$ cat config.mk
export PLATFORM = sky130hd
export DESIGN_NAME = sorted_wakeup_timer_queue_core
export DESIGN_NICKNAME = d
export VERILOG_FILES = /design/src/rtl/core/swtq_pkg.sv /design/src/rtl/core/swtq_datapath.sv /design/src/rtl/core/swtq_ctrl.sv /design/src/rtl/core/sorted_wakeup_timer_queue_core.sv
export SDC_FILE = /design/constraint.sdc
export NUM_CORES = 2
export LEC_CHECK = 0
export ABC_AREA = 1
export BUFFER_PORTS_ARGS = -buffer_cell sky130_fd_sc_hd__buf_2
export CORE_MARGIN = 1
export CORE_UTILIZATION = 40
export DETAILED_ROUTE_END_ITERATION = 12
export HOLD_SLACK_MARGIN = 0.1
export SLEW_MARGIN = 20
export SYNTH_ARGS = -nofsm -noshare
export SYNTH_HDL_FRONTEND = slang
export SYNTH_SLANG_ARGS = --single-unit
$ cat constraint.sdc
create_clock -name clk_i -period 8.05 [get_ports clk_i]
set_input_delay 0.805 -clock clk_i [delete_from_list [all_inputs] [get_ports clk_i]]
set_output_delay 0.805 -clock clk_i [all_outputs]
set_load 0.005 [all_outputs]
$ cat src/rtl/core/swtq_pkg.sv
// ============================================================================
// Sorted wakeup timer queue package
// Shared operation codes, controller states and the command and status
// structs that join the controller to the datapath.
// ============================================================================
package swtq_pkg;

  typedef enum logic [1:0] {
    KIND_SET    = 2'd0,
    KIND_REMOVE = 2'd1,
    KIND_CHECK  = 2'd2
  } kind_e;

  typedef enum logic [1:0] {
    RD_IDX,
    RD_IDX_GAP,
    RD_JDX_M1,
    RD_ZERO
  } rd_sel_e;

  typedef enum logic [1:0] {
    WR_SHL,
    WR_SHR,
    WR_NEW
  } wr_sel_e;

  typedef enum logic [4:0] {
    ST_IDLE,
    ST_DECODE,
    ST_FIND,
    ST_FIND_CMP,
    ST_SHL_CHK,
    ST_SHL_WR,
    ST_INS_CHK,
    ST_INS_CMP,
    ST_SHR_CHK,
    ST_SHR_WR,
    ST_CHK_CHK,
    ST_CHK_CMP,
    ST_EMT_RD,
    ST_EMT_WAIT,
    ST_STS_RD,
    ST_STS_CAP,
    ST_STS_WAIT
  } state_e;

  typedef struct packed {
    logic    latch;
    logic    rd_en;
    rd_sel_e rd_sel;
    logic    wr_en;
    wr_sel_e wr_sel;
    logic    idx_clr;
    logic    idx_inc;
    logic    jdx_load;
    logic    jdx_dec;
    logic    gap_one;
    logic    gap_idx;
    logic    cnt_sub;
    logic    cnt_inc;
    logic    q_set_task;
    logic    q_clr_task;
    logic    q_clr_rd;
    logic    st_ones;
    logic    st_rd;
    logic    out_load;
    logic    out_woken;
  } cmd_t;

  typedef struct packed {
    logic is_set;
    logic is_remove;
    logic is_check;
    logic task_ok;
    logic task_queued;
    logic cnt_zero;
    logic cnt_full;
    logic idx_lt_cnt;
    logic idx_gap_lt_cnt;
    logic jdx_gt_idx;
    logic idx_zero;
    logic rd_match;
    logic rd_le_wake;
    logic rd_le_now;
    logic emit_last;
    logic out_free;
  } sts_t;

endpackage

$ cat src/rtl/core/swtq_datapath.sv
// ============================================================================
// Sorted wakeup timer queue datapath
// Holds the ordered entry memory, per-task queued bits, the list counters,
// the status registers and the output register.
// ============================================================================
module swtq_datapath #(
  parameter int unsigned NUM_TASKS = 32
) (
  input  logic              clk_i,
  input  logic              rst_ni,
  input  logic [1:0]        in_kind_i,
  input  logic [4:0]        in_task_i,
  input  logic [63:0]       in_wake_i,
  input  logic [63:0]       in_now_i,
  input  swtq_pkg::cmd_t    cmd_i,
  output swtq_pkg::sts_t    sts_o,
  output logic              out_valid_o,
  input  logic              out_ready_i,
  output logic              out_woken_valid_o,
  output logic [4:0]        out_woken_task_o,
  output logic              out_last_o,
  output logic [63:0]       out_next_wake_o,
  output logic              out_pending_o
);
  import swtq_pkg::*;

  localparam int unsigned AW = (NUM_TASKS > 1) ? $clog2(NUM_TASKS) : 1;
  localparam int unsigned CW = $clog2(NUM_TASKS + 1);

  typedef struct packed {
    logic [63:0]   wake;
    logic [AW-1:0] id;
  } entry_t;

  entry_t               list_mem [NUM_TASKS];
  entry_t               rd_q;
  entry_t               wr_data;
  logic [AW-1:0]        rd_addr;
  logic [AW-1:0]        wr_addr;

  logic [1:0]           kind_q;
  logic [4:0]           task_q;
  logic [63:0]          wake_q;
  logic [63:0]          now_q;

  logic [NUM_TASKS-1:0] queued_q;
  logic [CW-1:0]        count_q;
  logic [CW-1:0]        idx_q;
  logic [CW-1:0]        jdx_q;
  logic [CW-1:0]        gap_q;
  logic [63:0]          st_next_q;
  logic                 st_pend_q;

  logic                 out_valid_q;
  logic                 out_woken_q;
  logic [4:0]           out_task_q;
  logic                 out_last_q;
  logic [63:0]          out_next_q;
  logic                 out_pend_q;

  logic [6:0]           task_ext;
  logic [AW-1:0]        task_id;
  logic [6:0]           rd_id_ext;
  logic [CW:0]          idx_gap;
  logic [CW:0]          idx_p1;
  logic [CW-1:0]        jdx_m1;

  assign task_ext  = {2'b00, task_q};
  assign task_id   = task_ext[AW-1:0];
  assign rd_id_ext = 7'(rd_q.id);
  assign idx_gap   = {1'b0, idx_q} + {1'b0, gap_q};
  assign idx_p1    = {1'b0, idx_q} + {{CW{1'b0}}, 1'b1};
  assign jdx_m1    = jdx_q - {{(CW-1){1'b0}}, 1'b1};

  always_comb begin
    unique case (cmd_i.rd_sel)
      RD_IDX:     rd_addr = idx_q[AW-1:0];
      RD_IDX_GAP: rd_addr = idx_gap[AW-1:0];
      RD_JDX_M1:  rd_addr = jdx_m1[AW-1:0];
      RD_ZERO:    rd_addr = '0;
      default:    rd_addr = '0;
    endcase
  end

  always_comb begin
    unique case (cmd_i.wr_sel)
      WR_SHL: begin
        wr_addr = idx_q[AW-1:0];
        wr_data = rd_q;
      end
      WR_SHR: begin
        wr_addr = jdx_q[AW-1:0];
        wr_data = rd_q;
      end
      WR_NEW: begin
        wr_addr = idx_q[AW-1:0];
        wr_data = '{wake: wake_q, id: task_id};
      end
      default: begin
        wr_addr = idx_q[AW-1:0];
        wr_data = rd_q;
      end
    endcase
  end

  always_ff @(posedge clk_i) begin
    if (cmd_i.wr_en) begin
      list_mem[wr_addr] <= wr_data;
    end
    if (cmd_i.rd_en) begin
      rd_q <= list_mem[rd_addr];
    end
  end

  always_ff @(posedge clk_i) begin
    if (cmd_i.latch) begin
      kind_q <= in_kind_i;
      task_q <= in_task_i;
      wake_q <= in_wake_i;
      now_q  <= in_now_i;
    end
    if (cmd_i.st_ones) begin
      st_next_q <= '1;
      st_pend_q <= 1'b0;
    end else if (cmd_i.st_rd) begin
      st_next_q <= rd_q.wake;
      st_pend_q <= 1'b1;
    end
    if (cmd_i.out_load) begin
      out_woken_q <= cmd_i.out_woken;
      out_task_q  <= cmd_i.out_woken ? rd_id_ext[4:0] : 5'd0;
      out_last_q  <= cmd_i.out_woken ? sts_o.emit_last : 1'b1;
      out_next_q  <= st_next_q;
      out_pend_q  <= st_pend_q;
    end
  end

  always_ff @(posedge clk_i or negedge rst_ni) begin
    if (!rst_ni) begin
      queued_q    <= '0;
      count_q     <= '0;
      idx_q       <= '0;
      jdx_q       <= '0;
      gap_q       <= '0;
      out_valid_q <= 1'b0;
    end else begin
      if (cmd_i.q_set_task) begin
        queued_q[task_id] <= 1'b1;
      end
      if (cmd_i.q_clr_task) begin
        queued_q[task_id] <= 1'b0;
      end
      if (cmd_i.q_clr_rd) begin
        queued_q[rd_q.id] <= 1'b0;
      end
      if (cmd_i.cnt_sub) begin
        count_q <= count_q - gap_q;
      end else if (cmd_i.cnt_inc) begin
        count_q <= count_q + {{(CW-1){1'b0}}, 1'b1};
      end
      if (cmd_i.idx_clr) begin
        idx_q <= '0;
      end else if (cmd_i.idx_inc) begin
        idx_q <= idx_p1[CW-1:0];
      end
      if (cmd_i.jdx_load) begin
        jdx_q <= count_q;
      end else if (cmd_i.jdx_dec) begin
        jdx_q <= jdx_m1;
      end
      if (cmd_i.gap_one) begin
        gap_q <= {{(CW-1){1'b0}}, 1'b1};
      end else if (cmd_i.gap_idx) begin
        gap_q <= idx_q;
      end
      if (cmd_i.out_load) begin
        out_valid_q <= 1'b1;
      end else if (out_ready_i) begin
        out_valid_q <= 1'b0;
      end
    end
  end

  always_comb begin
    sts_o.is_set         = (kind_q == KIND_SET);
    sts_o.is_remove      = (kind_q == KIND_REMOVE);
    sts_o.is_check       = (kind_q == KIND_CHECK);
    sts_o.task_ok        = (task_ext < 7'(NUM_TASKS));
    sts_o.task_queued    = sts_o.task_ok && queued_q[task_id];
    sts_o.cnt_zero       = (count_q == '0);
    sts_o.cnt_full       = (count_q == CW'(NUM_TASKS));
    sts_o.idx_lt_cnt     = (idx_q < count_q);
    sts_o.idx_gap_lt_cnt = (idx_gap < {1'b0, count_q});
    sts_o.jdx_gt_idx     = (jdx_q > idx_q);
    sts_o.idx_zero       = (idx_q == '0);
    sts_o.rd_match       = (rd_q.id == task_id);
    sts_o.rd_le_wake     = (rd_q.wake <= wake_q);
    sts_o.rd_le_now      = (rd_q.wake <= now_q);
    sts_o.emit_last      = (idx_p1 == {1'b0, gap_q});
    sts_o.out_free       = !out_valid_q || out_ready_i;
  end

  assign out_valid_o       = out_valid_q;
  assign out_woken_valid_o = out_woken_q;
  assign out_woken_task_o  = out_task_q;
  assign out_last_o        = out_last_q;
  assign out_next_wake_o   = out_next_q;
  assign out_pending_o     = out_pend_q;

endmodule

$ cat src/rtl/core/swtq_ctrl.sv
// ============================================================================
// Sorted wakeup timer queue controller
// Sequences list search, shift, insert, wake and status steps over the
// datapath through command and status structs.
// ============================================================================
module swtq_ctrl (
  input  logic           clk_i,
  input  logic           rst_ni,
  input  logic           in_valid_i,
  output logic           in_ready_o,
  input  swtq_pkg::sts_t sts_i,
  output swtq_pkg::cmd_t cmd_o
);
  import swtq_pkg::*;

  state_e state_q;
  state_e state_d;

  always_ff @(posedge clk_i or negedge rst_ni) begin
    if (!rst_ni) begin
      state_q <= ST_IDLE;
    end else begin
      state_q <= state_d;
    end
  end

  always_comb begin
    state_d = state_q;
    unique case (state_q)
      ST_IDLE: begin
        if (in_valid_i) state_d = ST_DECODE;
      end
      ST_DECODE: begin
        priority if (sts_i.is_check) begin
          state_d = ST_CHK_CHK;
        end else if ((sts_i.is_set || sts_i.is_remove) && sts_i.task_queued) begin
          state_d = ST_FIND;
        end else if (sts_i.is_set && sts_i.task_ok && !sts_i.cnt_full) begin
          state_d = ST_INS_CHK;
        end else begin
          state_d = ST_STS_RD;
        end
      end
      ST_FIND:     state_d = ST_FIND_CMP;
      ST_FIND_CMP: state_d = sts_i.rd_match ? ST_SHL_CHK : ST_FIND;
      ST_SHL_CHK: begin
        priority if (sts_i.idx_gap_lt_cnt) state_d = ST_SHL_WR;
        else if (sts_i.is_check)           state_d = ST_IDLE;
        else if (sts_i.is_set)             state_d = ST_INS_CHK;
        else                               state_d = ST_STS_RD;
      end
      ST_SHL_WR:   state_d = ST_SHL_CHK;
      ST_INS_CHK:  state_d = sts_i.idx_lt_cnt ? ST_INS_CMP : ST_SHR_CHK;
      ST_INS_CMP:  state_d = sts_i.rd_le_wake ? ST_INS_CHK : ST_SHR_CHK;
      ST_SHR_CHK:  state_d = sts_i.jdx_gt_idx ? ST_SHR_WR : ST_STS_RD;
      ST_SHR_WR:   state_d = ST_SHR_CHK;
      ST_CHK_CHK: begin
        priority if (sts_i.idx_lt_cnt) state_d = ST_CHK_CMP;
        else if (sts_i.idx_zero)       state_d = ST_STS_WAIT;
        else                           state_d = ST_EMT_RD;
      end
      ST_CHK_CMP: begin
        priority if (sts_i.rd_le_now) state_d = ST_CHK_CHK;
        else if (sts_i.idx_zero)      state_d = ST_STS_WAIT;
        else                          state_d = ST_EMT_RD;
      end
      ST_EMT_RD:   state_d = ST_EMT_WAIT;
      ST_EMT_WAIT: begin
        if (sts_i.out_free) state_d = sts_i.emit_last ? ST_SHL_CHK : ST_EMT_RD;
      end
      ST_STS_RD:   state_d = sts_i.cnt_zero ? ST_STS_WAIT : ST_STS_CAP;
      ST_STS_CAP:  state_d = ST_STS_WAIT;
      ST_STS_WAIT: begin
        if (sts_i.out_free) state_d = ST_IDLE;
      end
      default:     state_d = ST_IDLE;
    endcase
  end

  always_comb begin
    cmd_o      = '0;
    in_ready_o = 1'b0;
    unique case (state_q)
      ST_IDLE: begin
        in_ready_o  = 1'b1;
        cmd_o.latch = in_valid_i;
      end
      ST_DECODE: begin
        cmd_o.idx_clr = 1'b1;
        cmd_o.gap_one = 1'b1;
      end
      ST_FIND: begin
        cmd_o.rd_en  = 1'b1;
        cmd_o.rd_sel = RD_IDX;
      end
      ST_FIND_CMP: begin
        cmd_o.idx_inc = !sts_i.rd_match;
      end
      ST_SHL_CHK: begin
        if (sts_i.idx_gap_lt_cnt) begin
          cmd_o.rd_en  = 1'b1;
          cmd_o.rd_sel = RD_IDX_GAP;
        end else begin
          cmd_o.cnt_sub    = 1'b1;
          cmd_o.q_clr_task = !sts_i.is_check;
          cmd_o.idx_clr    = 1'b1;
        end
      end
      ST_SHL_WR: begin
        cmd_o.wr_en   = 1'b1;
        cmd_o.wr_sel  = WR_SHL;
        cmd_o.idx_inc = 1'b1;
      end
      ST_INS_CHK: begin
        if (sts_i.idx_lt_cnt) begin
          cmd_o.rd_en  = 1'b1;
          cmd_o.rd_sel = RD_IDX;
        end else begin
          cmd_o.jdx_load = 1'b1;
        end
      end
      ST_INS_CMP: begin
        cmd_o.idx_inc  = sts_i.rd_le_wake;
        cmd_o.jdx_load = !sts_i.rd_le_wake;
      end
      ST_SHR_CHK: begin
        if (sts_i.jdx_gt_idx) begin
          cmd_o.rd_en  = 1'b1;
          cmd_o.rd_sel = RD_JDX_M1;
        end else begin
          cmd_o.wr_en      = 1'b1;
          cmd_o.wr_sel     = WR_NEW;
          cmd_o.q_set_task = 1'b1;
          cmd_o.cnt_inc    = 1'b1;
        end
      end
      ST_SHR_WR: begin
        cmd_o.wr_en   = 1'b1;
        cmd_o.wr_sel  = WR_SHR;
        cmd_o.jdx_dec = 1'b1;
      end
      ST_CHK_CHK: begin
        if (sts_i.idx_lt_cnt) begin
          cmd_o.rd_en  = 1'b1;
          cmd_o.rd_sel = RD_IDX;
        end else begin
          cmd_o.st_ones = 1'b1;
          cmd_o.gap_idx = 1'b1;
          cmd_o.idx_clr = 1'b1;
        end
      end
      ST_CHK_CMP: begin
        if (sts_i.rd_le_now) begin
          cmd_o.idx_inc = 1'b1;
        end else begin
          cmd_o.st_rd   = 1'b1;
          cmd_o.gap_idx = 1'b1;
          cmd_o.idx_clr = 1'b1;
        end
      end
      ST_EMT_RD: begin
        cmd_o.rd_en  = 1'b1;
        cmd_o.rd_sel = RD_IDX;
      end
      ST_EMT_WAIT: begin
        if (sts_i.out_free) begin
          cmd_o.out_load  = 1'b1;
          cmd_o.out_woken = 1'b1;
          cmd_o.q_clr_rd  = 1'b1;
          cmd_o.idx_clr   = sts_i.emit_last;
          cmd_o.idx_inc   = !sts_i.emit_last;
        end
      end
      ST_STS_RD: begin
        if (sts_i.cnt_zero) begin
          cmd_o.st_ones = 1'b1;
        end else begin
          cmd_o.rd_en  = 1'b1;
          cmd_o.rd_sel = RD_ZERO;
        end
      end
      ST_STS_CAP: begin
        cmd_o.st_rd = 1'b1;
      end
      ST_STS_WAIT: begin
        cmd_o.out_load = sts_i.out_free;
      end
      default: begin
        cmd_o = '0;
      end
    endcase
  end

endmodule

$ cat src/rtl/core/sorted_wakeup_timer_queue_core.sv
// ============================================================================
// Sorted wakeup timer queue core
// Keeps queued tasks ordered by absolute wake time and reports due tasks.
// ============================================================================
// The slave channel takes one operation per beat: tuser carries the kind
// (set, remove, check), tdata the task slot, the wake time and the current
// time. The master channel returns result beats: a set, a remove or a check
// with nothing due gives one status beat; a check gives one beat per woken
// task, earliest first, with tlast on the final one. Every beat carries the
// earliest remaining wake time (all ones when empty) and the pending flag.
// One operation is handled at a time; the list lives in a memory with one
// read port and one write port, and every visited entry takes a read step
// followed by a compare or move step.
// A set or remove frees the slave side as soon as its status beat is loaded
// into the output register, so a new operation may enter while that beat
// still waits; a check first closes the gap left by the woken tasks.
// When the receiver stalls, the core holds the beat and waits before loading
// the next one. Reset empties the queue; no clearing pass is needed.
// ============================================================================
module sorted_wakeup_timer_queue_core #(
  parameter int unsigned NUM_TASKS = 32
) (
  input  logic         clk_i,
  input  logic         rst_ni,
  input  logic         s_axis_tvalid,
  output logic         s_axis_tready,
  input  logic [135:0] s_axis_tdata,  // task_req[4:0], wake_time[68:5], now_time[132:69]
  input  logic [1:0]   s_axis_tuser,  // kind[1:0]
  output logic         m_axis_tvalid,
  input  logic         m_axis_tready,
  output logic [71:0]  m_axis_tdata,  // woken_task[4:0], next_wake[68:5], pending[69]
  output logic [0:0]   m_axis_tuser,  // woken_valid[0]
  output logic         m_axis_tlast
);
  import swtq_pkg::*;

  cmd_t        cmd;
  sts_t        sts;
  logic        woken_valid;
  logic [4:0]  woken_task;
  logic [63:0] next_wake;
  logic        pending;

  swtq_ctrl u_ctrl (
    .clk_i      (clk_i),
    .rst_ni     (rst_ni),
    .in_valid_i (s_axis_tvalid),
    .in_ready_o (s_axis_tready),
    .sts_i      (sts),
    .cmd_o      (cmd)
  );

  swtq_datapath #(
    .NUM_TASKS (NUM_TASKS)
  ) u_datapath (
    .clk_i             (clk_i),
    .rst_ni            (rst_ni),
    .in_kind_i         (s_axis_tuser),
    .in_task_i         (s_axis_tdata[4:0]),
    .in_wake_i         (s_axis_tdata[68:5]),
    .in_now_i          (s_axis_tdata[132:69]),
    .cmd_i             (cmd),
    .sts_o             (sts),
    .out_valid_o       (m_axis_tvalid),
    .out_ready_i       (m_axis_tready),
    .out_woken_valid_o (woken_valid),
    .out_woken_task_o  (woken_task),
    .out_last_o        (m_axis_tlast),
    .out_next_wake_o   (next_wake),
    .out_pending_o     (pending)
  );

  assign m_axis_tdata = {2'b00, pending, next_wake, woken_task};
  assign m_axis_tuser = woken_valid;

  a_status_beat_is_last : assert property (@(posedge clk_i) disable iff (!rst_ni)
    m_axis_tvalid && !m_axis_tuser[0] |-> m_axis_tlast)
    else $error("status beat without tlast");

  a_empty_means_all_ones : assert property (@(posedge clk_i) disable iff (!rst_ni)
    m_axis_tvalid && !m_axis_tdata[69] |-> (&m_axis_tdata[68:5]))
    else $error("empty queue reported with a finite wake time");

  a_no_load_into_held_beat : assert property (@(posedge clk_i) disable iff (!rst_ni)
    cmd.out_load |-> sts.out_free)
    else $error("result loaded over a beat not yet taken");

  a_accept_starts_decode : assert property (@(posedge clk_i) disable iff (!rst_ni)
    s_axis_tvalid && s_axis_tready |=> !s_axis_tready)
    else $error("core ready again before decoding an operation");

endmodule

# Yosys cells after proc, flatten, opt, wreduce, memory -nomap -nowiden
# Memory sizes are Yosys's and may differ from the RTL's. A register that Yosys moved wholly into a read port is not among the register bits.
# Cells that the tools add are included.
# totals
out_inout_bits,76
ram_bits,2208
inputBits,142
wordCells,171
mem_count,1
ff_bits,334
# mem_list
memory,words,word_bits,rd,rd_ports_with_merged_regs,write_ports,line,source
u_datapath.list_mem,32,69,1,1,1,swtq_datapath.sv:35,entry_t list_mem [NUM_TASKS];
# op_classes
magnitude_cmp,10
mux,76
n_addsub,5
n_bitwise,5
reduce_logical,27
n_eq_ne,29
# op_table
op,count
$le A64 B64 Y1,2
$mux W32,3
$pmux W5 S17,1
$mux W69,1
$and A32 B32 Y32,2
$not A32 Y32,2
$mux W5,12
$mux W6,8
$eq A5 B4 Y1 const B,8
$or A32 B32 Y32,1
$mux W1,22
$mux W3,7
$eq A5 B3 Y1 const B,4
$mux W4,5
$pmux W5 S4,1
$lt A5 B6 Y1 const B,3
$pmux W3 S5,1
$logic_not A6 Y1,2
$demux W1 S5,2
$eq A5 B2 Y1 const B,2
$ge A5 B1 Y1 const B,2
$pmux W1 S2,5
$pmux W1 S5,2
$reduce_bool A2 Y1,5
27 further kinds,49

# Longest topological paths before layout
# depth
depth_word,10
ltp_mapped,26
depth_no_buf,24

# Modules after synthesis
# From an unflattened synthesis, not the netlist that was laid out.
# unflattened
hier_cells,9521
area_unflattened_um2,110478.5
# by_module_without_submodules
mod,seq_area_each_um2,area_each_um2,n_inst,cells_per_inst
swtq_datapath,77319.2,109613.9,1,9374
swtq_ctrl,125.1,838.3,1,143
sorted_wakeup_timer_queue_core,0.0,26.3,1,4

# Worst setup path before layout
# Ideal clock, no wire load.
# synth_path
path_kind,register to register
from,register u_ctrl.state_q[2]
to,"register u_datapath.kind_q[0], enable pin"
period_less_slack_ps,7158
path_stages_with_launch,8
setup_slack_ps,892
t_required_ps,7419
setup_ps,631
path_buffers,0
arrival_ps,6527
path_cell_list,dfrtp_1 nor2_1 inv_1 nor2_1 nand2_1 nor2_1 inv_1 nor2_1
# synth_rtl
item,line,source
"start, declared",swtq_ctrl.sv:16,state_e state_q;
"start signal, assigned",swtq_ctrl.sv:23,state_q <= state_d;
"end signal, assigned",swtq_datapath.sv:117,kind_q <= in_kind_i;
"end, declared",swtq_datapath.sv:41,logic [1:0] kind_q;

# Worst setup path in the final report
# layout_path
from,register u_datapath.now_q[15]
to,register u_datapath.st_next_q[29]
# layout_between
elab_chain_cells,3
# layout_lines
item,line,source
"start, declared",swtq_datapath.sv:44,logic [63:0] now_q;
"start signal, assigned",swtq_datapath.sv:120,now_q <= in_now_i;
$le A64 B64 Y1,swtq_datapath.sv:198,sts_o.rd_le_now = (rd_q.wake <= now_q);
$mux W1,swtq_ctrl.sv:153,if (sts_i.rd_le_now) begin
$pmux W1 S2,swtq_ctrl.sv:83,unique case (state_q)
"end signal, assigned",swtq_datapath.sv:126,st_next_q <= rd_q.wake;
"end, declared",swtq_datapath.sv:51,logic [63:0] st_next_q;
# Every way passes these cells.
# A chain may end at the register's enable or synchronous reset.

==> reports/qor.csv <==
stage,metric,value,unit
grt,grt_pass1_wl,475,mm
flow_run,drv_cap,0,
clocking,cts_made_buffers,275,
synthesis,ys_types,49,
synthesis,yosysSeqAreaShare,71.1,%
place,dpl.hpwl,159,mm
routing,drt_iter0_markers,8967,
synthesis,synth_top_area_share,68.5,%
synthesis,synth_commonest_cells,"nand3_1 (3305), edfxtp_1 (2484), nand2_1 (1612), buf_2 (354), clkbuf_1 (233)",
timing,maxSlewViolCount,0,
die,fp.dieH,524,µm
grt,antenna_found_initial,6,
synthesis,synth_flop_cell,edfxtp_1,
timing,tns,0,ns
critical_path,cp.required,8.84,ns
critical_path,critical_path_peak_fanout,35,
grt,grtUsageTotal,23.3,%
status,status,finished clean,
layout,final_util,45.7,%
timing,rsz0062_at_grt,no,
routing,wire_per_inst,25.1,µm
die,num_io_pins,218,
routing,wl,328,mm
critical_path,critPathKind,reg2reg,
power_and_ir_drop,leakagePower,44.1,nW
power_and_ir_drop,p_int,32.3,mW
critical_path,rrSetupSlack,2.21,ns
critical_path,cp_cell_sequence,inv_1 -> ha_1 -> nand2_1 -> nor2_1 -> nand4_1 -> nor4_2 -> nand4_1 -> nand3_1 -> nand2_4 -> inv_2 -> buf_4 -> nand2_1 -> nand3_1,
critical_path,cp.arrival,6.63,ns
die,start_util,40.2,%
routing,viasPerCell,5.79,
grt,grt-ovfl-total,0,
power_and_ir_drop,clkPwrFrac,21.4,%
critical_path,cpPeakStageDelay,0.80,ns
layout,nNetsFinal,9559,
timing,worst_pin_slew,1.32,ns
layout,area_delta_synth_final,13.7,%
grt,grt_max_degree,201,
power_and_ir_drop,ir_drop,0.823,mV
clocking,cts_root_buf,clkbuf_16,
layout,drive_gt1_share,9.10,%
grt,grt_pass1_vias,71697,
clocking,cts_setup_buffers,0,
critical_path,worstReg2RegStart,u_datapath.now_q[15],
timing,hold_violations,0,
timing,fmax,171,MHz
critical_path,rr_worst_depth,13,
critical_path,crit_slowest_cell,nor4_2,
timing,setup_violations,0,
synthesis,synth_cells,9133,
critical_path,endpoint,u_datapath.st_next_q[29],
clocking,cts_buffer_depth,4,
synthesis,ys_ff_latch,2611,
clocking,cts-htree-levels,5,
power_and_ir_drop,seq_power_share,33.7,%
routing,ant_nets,0,
power_and_ir_drop,swShare,43.2,%
routing,dr.pass1.iters,6,
synthesis,syn_avg_cell_area,11.9,µm²
synthesis,synth_edf_count,2484,
clocking,clk_latency,0.87,ns
critical_path,cp-start-kind,flop,
place,gp_congestion,0.804,
worst_hold_path,hold_class,in2reg,
critical_path,crit_path_start,u_datapath.now_q[15],
synthesis,yosysMostFrequentCell,nand3_1,
clocking,cts_sinks,2611,
die,core,0.271,mm²
synthesis,async_reset_ff_share,2.37,%
place,io_buffers,212,
power_and_ir_drop,power_density,460,mW/mm²
timing,fin_crit_sh,72.5,%
die,die-area,0.274,mm²
power_and_ir_drop,switchingPower,24.6,mW
die,die_w,524,µm
clocking,clk_pin_slew,0.06,ns
clocking,cts_tree,done,
synthesis,syn_area,0.109,mm²
critical_path,crit_path_end_kind,flop,
power_and_ir_drop,combPwrFrac,44.8,%
synthesis,yosysTopAreaCell,edfxtp_1,
synthesis,yosys_warnings,0,
routing,vias,75514,
timing,final.min_clock_period,5.84,ns
timing,slew_headroom,10.8,%
die,fp-row-count,191,
timing,clock_skew,0.0442,ns
routing,drc,0,
synthesis,synthTopCellsByArea,"edfxtp_1 (69%), nand3_1 (15%), nand2_1 (5.6%)",
critical_path,timing.rr.end,u_datapath.st_next_q[29],
-- state kept, by name (all words and copies together) (netlist names), 32 cells and up --
name / cells
u_datapath.st_next_q: 64
u_datapath.list_mem: 2208
u_datapath.queued_q: 32
u_datapath.wake_q: 64
u_datapath.out_next_wake_o: 64
u_datapath.now_q: 64
u_datapath.rd_q: 64
-- placed cells by master, fill, tap and decap left out, drive strengths merged, types with 5 or more instances in the layout --
master and instances:
nor2 160, nand4 20, xor2 16, nand3 3308, ha 158, clkbuf 329, a21oi 89, a22oi 16
nand2 1614, o21ai 116, clkinv 120, edfxtp 2484, dlygate4sd3 109, buf 388, bufinv 16, a31oi 34
nor3 28, diode 6, clkinvlp 8, xnor2 5, o22ai 36, nor4 5, dfxtp 65, inv 245
dfrtp 62
-- logic make-up after synthesis --
kind of cell,share of synthesized area [%]
XOR/XNOR,0.169
AO/OA/AOI/OAI,1.59
adder cells (fa/ha/maj),1.85
flip-flops,71.1
other,0.00344
buffers and inverters,3.56
AND/OR/NAND/NOR,21.7
-- area by class of cell --
class	count	area [µm²]
Antenna cell	6	15.0
Sequential cell	2611	77400
Clock inverter	151	1210
Fill cell	24020	147000
Tap cell	3570	4470
Clock buffer	329	7240
Multi-Input combinational cell	5634	28300
Timing Repair Buffer	497	4140
Inverter	238	925
-- power groups by stage --
stage	Sequential [mW]	Clock, mW	Combinational, mW
floorplan	19.4	0	17.4
global placement	19.5	0	24.7
global route	19.3	12.8	28.0
CTS	19.2	12.4	25.3
detailed placement	19.5	0	25.2
finish	19.2	12.2	25.5
-- worst max-delay path, delay by kind of cell, from the launching register on --
kind | cells | cell delay (ns)
and+or+nand+nor | 9 | 3.32
buffers and inverters | 3 | 1.39
DFF | 1 | 0.65
adders and majority gates | 1 | 0.31
-- worst min path at each step --
stage                                    start                       end  slack [ns]  cells past startpoint
after floorplan           u_datapath.st_pend_q  u_datapath.out_pending_o        0.40                      0
after global placement    u_datapath.st_pend_q  u_datapath.out_pending_o        0.41                      0
after detailed placement  u_datapath.st_pend_q  u_datapath.out_pending_o        0.41                      0
after CTS                    s_axis_tdata[130]      u_datapath.now_q[61]        0.10                      1
after global routing          s_axis_tdata[22]     u_datapath.wake_q[17]        0.12                      1
final                         s_axis_tdata[87]      u_datapath.now_q[18]        0.14                      1
-- what timing repair did --
action / CTS / global route
endpoints found under the setup margin: 0 / 0
endpoints found under the hold margin: 109 / 0
resized for setup: 0 / 0
hold buffers: 109 / 0
-- through the flow --
stage | worst slack, ns | hold WS, ns | area [µm²] | power, mW | instances
2_1_floorplan | 0.892 | 0.403 | 109000 | 36.7 | 9134
3_3_place_gp | 2.29 | 0.412 | 114000 | 44.2 | 12439
3_5_place_dp | 2.27 | 0.415 | 114000 | 44.7 | 12441
4_1_cts | 2.26 | 0.101 | 123000 | 56.9 | 13030
5_1_grt | 1.82 | 0.122 | 124000 | 60.1 | 13031
6_report | 2.21 | 0.145 | 124000 | 56.9 | 13036
-- metal layers --
metal / global-route usage (%) / vias up / routed length (µm)
met2: 38.5 / 3708 / 156000
met5: 0 / - / 13
li1: - / 33603 / -
met3: 3.54 / 622 / 28300
met4: 9.72 / 2 / 13700
met1: 30.6 / 37579 / 130000
(Power assumes the default switching activity.)
